--- src/hw/rtl/nlpf_pkg.sv ---
// ----------------------------------------------------------------------------
// nlpf_pkg
// sizes, codes and controller/datapath interface types of the pair filter
// ----------------------------------------------------------------------------
package nlpf_pkg;

    // sizing
    localparam int MAX_ATOMS     = 4096;
    localparam int MAX_NEIGHBORS = 64;
    localparam int COORD_BITS    = 24;

    // port field widths
    localparam int OP_W       = 2;
    localparam int ATOM_W     = 12;
    localparam int POS_W      = 24;
    localparam int SLOT_W     = 6;
    localparam int CNT_W      = 7;
    localparam int D2_W       = 48;
    localparam int TOT_W      = 19;
    localparam int BOX_W      = 25;
    localparam int ACNT_W     = 13;
    localparam int CFG_IDX_W  = 3;
    localparam int CFG_DATA_W = 48;

    // derived storage widths
    localparam int ATOM_AW   = (MAX_ATOMS > 1) ? $clog2(MAX_ATOMS) : 1;
    localparam int SLOT_AW   = (MAX_NEIGHBORS > 1) ? $clog2(MAX_NEIGHBORS) : 1;
    localparam int LEN_W     = $clog2(MAX_NEIGHBORS + 1);
    localparam int CLR_W     = ATOM_AW + 1;
    localparam int ENT_AW    = ATOM_AW + SLOT_AW;
    localparam int ENT_DEPTH = 1 << ENT_AW;

    // arithmetic widths
    localparam int DIFF_W = COORD_BITS + 1;
    localparam int WRAP_W = ((DIFF_W > BOX_W + 1) ? DIFF_W : BOX_W + 1) + 2;
    localparam int SQ_W   = 2 * COORD_BITS;
    localparam int SUM_W  = SQ_W + 2;
    localparam int CMP_W  = (SUM_W > D2_W) ? SUM_W : D2_W;

    localparam logic [D2_W-1:0] D2_MAX = '1;

    // operation codes
    localparam logic [OP_W-1:0] OP_CLEAR = 2'd0;
    localparam logic [OP_W-1:0] OP_PAIR  = 2'd1;
    localparam logic [OP_W-1:0] OP_READ  = 2'd2;
    localparam logic [OP_W-1:0] OP_NOP   = 2'd3;

    // register indexes
    localparam logic [CFG_IDX_W-1:0] REG_BOX_X      = 3'd0;
    localparam logic [CFG_IDX_W-1:0] REG_BOX_Y      = 3'd1;
    localparam logic [CFG_IDX_W-1:0] REG_BOX_Z      = 3'd2;
    localparam logic [CFG_IDX_W-1:0] REG_SHELL      = 3'd3;
    localparam logic [CFG_IDX_W-1:0] REG_ATOM_COUNT = 3'd4;

    // register reset values
    localparam logic [BOX_W-1:0]  BOX_RESET   = 25'd16777216;
    localparam logic [D2_W-1:0]   SHELL_RESET = 48'd0;
    localparam logic [ACNT_W-1:0] ACNT_RESET  = 13'd4096;

    // axis select
    localparam logic [1:0] AXIS_X = 2'd0;
    localparam logic [1:0] AXIS_Y = 2'd1;
    localparam logic [1:0] AXIS_Z = 2'd2;

    // controller to datapath commands
    typedef struct packed {
        logic       latch;      // capture request fields
        logic       clr_start;  // arm count sweep for a clear request
        logic       clr_step;   // zero one list count
        logic [1:0] axis;       // axis for diff/wrap
        logic       diff;       // coordinate difference
        logic       wrap;       // minimum image and magnitude
        logic       mult;       // square
        logic       acc;        // accumulate square
        logic       len_rd;     // read home list count
        logic       commit;     // shell test and list append
        logic       ent_rd;     // read list entry
        logic       load_out;   // fill result register
    } t_cmd;

    // datapath to controller status
    typedef struct packed {
        logic clr_busy;
        logic out_free;
    } t_sts;

endpackage

--- src/hw/rtl/nlpf_ctrl.sv ---
// ----------------------------------------------------------------------------
// nlpf_ctrl
// sequencer of the pair filter: one request at a time, issues datapath steps
// ----------------------------------------------------------------------------
module nlpf_ctrl (
    input  logic                        i_clk,
    input  logic                        i_rst_n,
    input  logic                        i_in_valid,
    input  logic [nlpf_pkg::OP_W-1:0]   i_operation,
    output logic                        o_in_ready,
    input  nlpf_pkg::t_sts              i_sts,
    output nlpf_pkg::t_cmd              o_cmd
);

    localparam logic [3:0] S_INIT   = 4'd0;
    localparam logic [3:0] S_IDLE   = 4'd1;
    localparam logic [3:0] S_CLEAR  = 4'd2;
    localparam logic [3:0] S_DIFF   = 4'd3;
    localparam logic [3:0] S_WRAP   = 4'd4;
    localparam logic [3:0] S_MULT   = 4'd5;
    localparam logic [3:0] S_ACC    = 4'd6;
    localparam logic [3:0] S_LEN_RD = 4'd7;
    localparam logic [3:0] S_UPDATE = 4'd8;
    localparam logic [3:0] S_ENT_RD = 4'd9;
    localparam logic [3:0] S_FINISH = 4'd10;

    logic [3:0]                  r_state, n_state;
    logic [1:0]                  r_axis, n_axis;
    logic [nlpf_pkg::OP_W-1:0]   r_op, n_op;

    always_ff @(posedge i_clk) begin
        if (!i_rst_n) begin
            r_state <= S_INIT;
            r_axis  <= nlpf_pkg::AXIS_X;
            r_op    <= nlpf_pkg::OP_NOP;
        end else begin
            r_state <= n_state;
            r_axis  <= n_axis;
            r_op    <= n_op;
        end
    end

    always_comb begin
        n_state    = r_state;
        n_axis     = r_axis;
        n_op       = r_op;
        o_cmd      = '0;
        o_cmd.axis = r_axis;
        o_in_ready = (r_state == S_IDLE);
        unique case (r_state)
            S_INIT: begin
                // power-up sweep of all list counts
                o_cmd.clr_step = 1'b1;
                if (!i_sts.clr_busy) n_state = S_IDLE;
            end
            S_IDLE: begin
                if (i_in_valid) begin
                    o_cmd.latch = 1'b1;
                    n_op        = i_operation;
                    unique case (i_operation)
                        nlpf_pkg::OP_CLEAR: begin
                            o_cmd.clr_start = 1'b1;
                            n_state         = S_CLEAR;
                        end
                        nlpf_pkg::OP_PAIR: begin
                            n_axis  = nlpf_pkg::AXIS_X;
                            n_state = S_DIFF;
                        end
                        nlpf_pkg::OP_READ, nlpf_pkg::OP_NOP: begin
                            n_state = S_LEN_RD;
                        end
                    endcase
                end
            end
            S_CLEAR: begin
                o_cmd.clr_step = 1'b1;
                if (!i_sts.clr_busy) n_state = S_LEN_RD;
            end
            S_DIFF: begin
                o_cmd.diff = 1'b1;
                n_state    = S_WRAP;
            end
            S_WRAP: begin
                o_cmd.wrap = 1'b1;
                n_state    = S_MULT;
            end
            S_MULT: begin
                o_cmd.mult = 1'b1;
                n_state    = S_ACC;
            end
            S_ACC: begin
                o_cmd.acc = 1'b1;
                if (r_axis == nlpf_pkg::AXIS_Z) begin
                    n_state = S_LEN_RD;
                end else begin
                    n_axis  = r_axis + 2'd1;
                    n_state = S_DIFF;
                end
            end
            S_LEN_RD: begin
                o_cmd.len_rd = 1'b1;
                unique case (r_op)
                    nlpf_pkg::OP_PAIR:                   n_state = S_UPDATE;
                    nlpf_pkg::OP_READ:                   n_state = S_ENT_RD;
                    nlpf_pkg::OP_CLEAR, nlpf_pkg::OP_NOP: n_state = S_FINISH;
                endcase
            end
            S_UPDATE: begin
                o_cmd.commit = 1'b1;
                n_state      = S_FINISH;
            end
            S_ENT_RD: begin
                o_cmd.ent_rd = 1'b1;
                n_state      = S_FINISH;
            end
            S_FINISH: begin
                if (i_sts.out_free) begin
                    o_cmd.load_out = 1'b1;
                    n_state        = S_IDLE;
                end
            end
            default: begin
                n_state = S_INIT;
            end
        endcase
    end

endmodule

--- config.mk ---
export PLATFORM = sky130hd
export DESIGN_NAME = nlpf_ctrl
export DESIGN_NICKNAME = d
export VERILOG_FILES = /design/src/hw/rtl/nlpf_pkg.sv /design/src/hw/rtl/nlpf_ctrl.sv
export SDC_FILE = /design/constraint.sdc
export NUM_CORES = 1
export LEC_CHECK = 0
export BUFFER_PORTS_ARGS = -buffer_cell sky130_fd_sc_hd__buf_2
export CORE_UTILIZATION = 37
export DETAILED_ROUTE_END_ITERATION = 10
export PLACE_DENSITY_LB_ADDON = 0.15
export SKIP_CTS_REPAIR_TIMING = 1
export SLEW_MARGIN = 10
export SYNTH_ARGS = -nofsm -noshare
export SYNTH_HDL_FRONTEND = slang
export SYNTH_SLANG_ARGS = --single-unit
--- constraint.sdc ---
create_clock -name i_clk -period 1.4 [get_ports i_clk]
set_input_delay 0 -clock i_clk [delete_from_list [all_inputs] [get_ports i_clk]]
set_output_delay 0 -clock i_clk [all_outputs]
set_load 0.1 [all_outputs]
==> metrics.md, run 1 <==
| Metric | Value |
|---|---|
| Outcome | complete, but fails checks |
| Failing checks | setup timing |
| H-tree levels | 1 |
| Sequential element share of the synthesized area | about a quarter |
| CTS tree | done |
| Post-place instance area | 1130 µm² |
| Fin Clk Skew | 0.000626 ns |
| Mapped Area | 631 µm² |
| RSZ-0062 raised after global routing | true |
| Synth Area in Simple Gates | 32.7% |
| Area growth from synthesis to layout | 105% |
| Total wire length | 2150 µm |
| Die span in y | 43.3 µm |
| Slew Viols, Final | 0 |
| Clock root cell | clkbuf_4 |
| CTS max path bufs | 2 |
| Pwr/cell area | between 1500 and 2000 nW/µm² |
| Initial antenna violation count | 0 |
| Skew-Pair Late Insertion Delay | 0.26 ns |
| Die area | between 1500 and 2000 µm² |
| Core ar. | 1540 µm² |
| Crit. End Element | output port |
| Drt via density | 5.48 |
| DRT Pass-1 Iters | 4 |
| CP Class | flop to output port |
| Antenna viol nets, final | 0 |
| Post-layout minimum cycle time | 1.50 ns |
| Max_slew headroom | 67.8% |
| Detailed-route via count | 811 |
| Buffers added on ports | 20 |
| Tightest Pin Transition | roughly 0.49 ns |
| Num CTS Buffers | 3 |
| Post-synth EDFFs | 0 |
| Tcrit/Tclk final | 107% |
| Placed cells | 134 |
| 1st-iter DRT viols | 18 |
| YS warnings | 0 |
| Syn Inst Count | 86 |
| Die W | 43.3 µm |
| # setup viols final | 3 |
| HP Class | input pin to flop |
| Worst-path clk slew | 0.06 ns |
| Xor/xnor cell area share of the yosys netlist | 0% |
| Initial Util | 40.9% |
| Dominant synthesized flop cell | dfxtp_1 |
| Gr usage total | a little under a quarter |
| Hold_ws | around 0.073 ns |
| Yosys cell types | 32 |
| Global-route wire length before repair | 3200 µm |
| Clock sinks | 8 |
| Number of core rows | 14 |
| Main combinational cell family by area after synthesis | simple AND/OR/NAND/NOR gates |
| Placer Congestion | 0.854 |
| Top Ports | 21 |
| Syn avg cell area | 7.33 µm² |
| Max Fclk | 669 MHz |
| Maximum fanout along the worst path | 6 |
| Leakage power | 0.543 nW |
| Largest net degree at the start of global routing | 13 |
| Drt wl/cell | 14.5 µm |
| Total gr overflow | 0 |
| Post-synthesis async set-or-reset flop share | 0% |
| Drt drc | 0 |
| Post-Syn Nets | 95 |
| Final Hold Fails | 0 |
| Non-filler cells, final | 148 |
| Diode count | 0 |
| Crit start category | flop |
| Compound-cell area share of the yosys netlist | 23.8% |
| Adder-Cell Fraction of Synth Area | 3.97% |
| Peak VDD IR | 1.54 mV |
| Crit path DAT | approximately 1.5 ns |
| Worst path required time | 1.40 ns |
| Final nets | 142 |
| Detailed Place HPWL | 1590 µm |
| MaxCap Viol Count | 0 |
| Cell area after layout | between 1000 and 1500 µm² |
| Fin util | a little over four fifths |
| Multiplexer share of the synthesized area | 3.17% |
| Reg2Reg Setup Slack | 0.05 ns |
| #FFs+latches synth | 8 |
| Final setup margin | -0.0952 ns |
| Fraction of layout cells with a size suffix above 1 | between 50% and 60% |
| Vias in the first global route | about 740 |
[Yosys cell counts (2+ instances only)]
master	number	area share, %
ha_1	2	4.0
o21ai_0	4	3.2
nor3_1	5	4.0
nor2_1	7	4.2
a31oi_1	3	3.0
a21oi_1	5	4.0
nand3_1	4	3.2
nand2_1	13	7.7
buf_4	2	2.4
dfxtp_1	8	25
inv_1	9	5.4
mux2i_1	2	3.2
nand2b_1	3	3.0
[metrics by stage]
| stage | TNS, ns | power (mW) | worst slack, ns |
|---|---|---|---|
| 2_1_floorplan | -6.88 | 1.39 | -1.31 |
| 3_3_place_gp | -0.0562 | 1.97 | -0.0288 |
| 3_5_place_dp | -0.0262 | 1.99 | -0.0141 |
| 4_1_cts | -1.54 | 2.20 | -0.256 |
| 5_1_grt | -0.298 | 2.53 | -0.154 |
| 6_report | -0.135 | 2.42 | -0.0952 |
[cells by family (layout without fill, tap and decap cells)]
| family | count (synthesis) | in the layout |
|---|---|---|
| AOI/OAI and AO/OA | 22 | 22 |
| muxes | 2 | 2 |
| buffers and inverters | 14 | 60 |
| adders and majority gates | 2 | 2 |
| DFF | 8 | 8 |
| and+or+nand+nor | 38 | 38 |
[path summary, 6_finish.rpt]
path / end / startpoint / cells past startpoint
max: o_cmd[11] / r_state[3] / 4
min: r_op[1] / i_in_valid / 3
max reg2reg: r_axis[1] / r_state[3] / 4
min reg2reg: r_op[1] / r_op[1] / 2
[worst max-delay path, stage by stage, from the launching register on]
cell and delay (ns):
dfxtp_4 0.38, nor4b_4 0.33, nand2_2 0.15, nor3_4 0.17, buf_12 0.20
[flip-flops by register name (all words and copies together) (netlist names)]
register  cells
r_op          2
r_axis        2
r_state       4
[report_power, final]
group	switching [mW]	leakage, nW	internal [mW]	total (mW)
Clock	0.0956	0.0150	0.110	0.206
Sequential	0.100	0.0697	0.294	0.395
Combinational	1.05	0.458	0.774	1.82
[area by class of cell]
class,count,area [µm²]
Timing Repair Buffer,47,504
Tap cell,16,20.0
Clock buffer,4,26.3
Fill cell,92,246
Multi-Input combinational cell,64,524
Sequential cell,8,183
Inverter,9,37.5
[routing by layer]
metal | GRT usage, % | routed length, µm
met4 | 7.27 | 33
met3 | 6.38 | 73
met1 | 26.9 | 896
met5 | 0 | 0
met2 | 41.5 | 1150
[cells in the final DEF (no fill, tap or decap), drive strengths merged]
master and instances:
nand3b 1, a211oi 1, ha 2, clkbuf 4
a21oi 5, or4 1, inv 8, nor4bb 1
a31oi 3, a32o 1, dlygate4sd3 1, nor2b 1
a31o 1, o22ai 1, nor4b 1, a22o 1
and4 1, o31ai 1, nor2 7, nand2 13
a41oi 1, a32oi 1, buf 46, dfxtp 8
o21ai 4, nand3 4, clkinvlp 1, o211ai 2
nor3 5, mux2i 2, nand2b 3
No activity file was read; power rests on OpenSTA's default activity.
==> inputs of run 2 (changes only) <==
CAP_MARGIN = 10   (was not set)
CORE_ASPECT_RATIO = 1.5   (was not set)
CORE_UTILIZATION = 25   (was 37)
==> metrics.md, run 2 (synthesized netlist as in run 1, its figures left out) <==
| Metric | Value |
|---|---|
| Outcome | complete, but fails checks |
| Failing checks | hold timing, setup timing |
| MaxCap Viol Count | 0 (unchanged) |
| Crit start category | flop |
| Tcrit/Tclk final | 103% (-3.5 points) |
| Largest net degree at the start of global routing | 14 (+1) |
| Drt wl/cell | 13.8 µm (-5.2%) |
| RSZ-0062 raised after global routing | true |
| Fraction of layout cells with a size suffix above 1 | 59.8% (+0.75 points) |
| Register-to-Register Path Depth | 5 (+1) |
| Fin Clk Skew | 0.00743 ns (+0.00680 ns) |
| Multi-input gate area in the final layout | 562 µm² (+7.2%) |
| Drt drc | 0 (unchanged) |
| Slew Viols, Final | 0 (unchanged) |
| Post-layout minimum cycle time | 1.45 ns (-0.0496 ns) |
| Crit-path max cell delay | 0.36 ns (-0.02 ns) |
| Buffers added on ports | 20 (unchanged) |
| Reg-to-reg startpoint | r_state[0] |
| Total gr overflow | 0 (unchanged) |
| # setup viols final | 2 (-1) |
| Reg-to-Reg End | r_axis[0] |
| Final nets | 137 (-3.5%) |
| Hold_ws | -0.00914 ns (-0.0826 ns) |
| Num CTS Buffers | 3 (unchanged) |
| Top reg by flops | r_state |
| Initial antenna violation count | 0 (unchanged) |
| Antenna viol nets, final | 0 (unchanged) |
| Top Ports | 21 (unchanged) |
| Most frequent cells in the layout | buf_4 (20), buf_12 (12), nand2_1 (11) |
| Leakage power | 0.541 nW (-0.38%) |
| Tightest Pin Transition | 0.481 ns (-0.00455 ns) |
| Clock sinks | 8 (unchanged) |
| Area growth from synthesis to layout | 105% |
| Largest register FFs | 4 (unchanged) |
| Global-route wire length before repair | 3040 µm (-5.0%) |
| Core ar. | 2310 µm² (+50%) |
| Commonest non-fill, non-tap cell in the layout | buf_4 |
| Peak VDD IR | 1.63 mV (+5.9%) |
| Hold_sp | i_rst_n |
| Max_slew headroom | 68.1% (+0.30 points) |
| CTS max path bufs | 2 (unchanged) |
| Gr usage total | 14.3% (-9.2 points) |
| DRT Pass-1 Iters | 4 (unchanged) |
| Skew-Pair Late Insertion Delay | 0.26 ns (about the same) |
| HP Class | input pin to flop |
| Cell area after layout | 1290 µm² (-0.39%) |
| Crit-path cells | nor4b_4 > nand2_2 > buf_6 > clkinvlp_4 > buf_12 |
| Min-Delay Path Depth | 2 (-1) |
| Total power | 2.50 mW (+3.4%) |
| Crit path from | r_state[2] |
| Pwr/cell area | 1940 nW/µm² (+3.8%) |
| Hold Path End | r_op[1] |
| Clock root cell | clkbuf_4 |
| H-tree levels | 1 (unchanged) |
| Post-place instance area | 1120 µm² (-0.55%) |
| Largest regs | r_state: 4 flops, r_axis: 2 flops, r_op: 2 flops |
| 1st-iter DRT viols | 32 (+14) |
| Vias in the first global route | 662 (-10%) |
| Filler cells | 202 (+120%) |
| Storage cell area | 183 µm² (unchanged) |
| Detailed-route via count | 771 (-4.9%) |
| Placer Congestion | 0.915 (+7.2%) |
| Total wire length | 2070 µm (-4.0%) |
| Number of core rows | 21 (+7) |
| Die W | 43.0 µm (-0.65%) |
| Die span in y | 63.5 µm (+47%) |
| Detailed Place HPWL | 1470 µm (-7.7%) |
| Reg2Reg Setup Slack | 0.05 ns (about the same) |
| CTS tree | done |
| Diode count | 0 (unchanged) |
| Maximum fanout along the worst path | 5 (-1) |
| Final Hold Fails | 1 (+1) |
| Max Fclk | 692 MHz (+3.4%) |
| Drt via density | 5.14 (-6.2%) |
| Final setup margin | -0.0456 ns (+0.0496 ns) |
| Crit path DAT | 1.45 ns (-0.05 ns) |
| CP Class | flop to output port |
| Crit. End Element | output port |
| Worst-path clk slew | 0.07 ns (about the same) |
| Die area | 2730 µm² (+46%) |
| CP max-delay cell | dfxtp_4 |
| Setup Slack @ Placement | -0.0116 ns (+0.00253 ns) |
| Initial Util | 27.3% (-14 points) |
| Worst path required time | 1.40 ns (about the same) |
run 2: final cells by class:
type                       count  area share (%)
tap                           23            2.23
clock buffer                   4            2.04
sequential                     8            14.2
multi-input combinational     64            43.5
timing repair buffer          42            35.1
inverter                       9            2.91
run 2: power by group:
part | total, mW | internal [mW] | switching (mW) | leakage [nW]
registers | 0.366 | 0.294 | 0.0722 | 0.0697
logic | 1.93 | 0.828 | 1.10 | 0.456
clock network | 0.204 | 0.110 | 0.0942 | 0.0150
total | 2.50 | 1.23 | 1.27 | 0.541
run 2: layer usage:
metal | global-route usage, % | up-vias | share of wire (%)
li1 | - | 391 | -
met1 | 19.0 | 359 | 41
met2 | 22.9 | 17 | 54
met3 | 2.58 | 4 | 3.4
met4 | 4.55 | 0 | 1.1
met5 | 0 | - | 0
run 2: stage by stage:
step / util, % / TNS (ns) / instances
3_5_place_dp: 48.6 / -0.0323 / 139
3_3_place_gp: 48.6 / 0 / 139
6_report: 55.8 / -0.0825 / 150
2_1_floorplan: - / -6.88 / 86
5_1_grt: 55.8 / -0.261 / 150
4_1_cts: 49.8 / -1.13 / 143
run 2: worst max-delay path by stage:
stage and end:
3_3_place_gp r_axis[0], 6_report o_cmd[12], 5_1_grt o_cmd[12], 2_1_floorplan o_cmd[11]
3_5_place_dp o_cmd[11], 4_1_cts o_cmd[11]
run 2: worst max-delay path, delay by kind of cell, from the launching register on:
family	cells	cell delay, ns
and+or+nand+nor	2	0.44
buffers and inverters	3	0.38
DFF	1	0.36
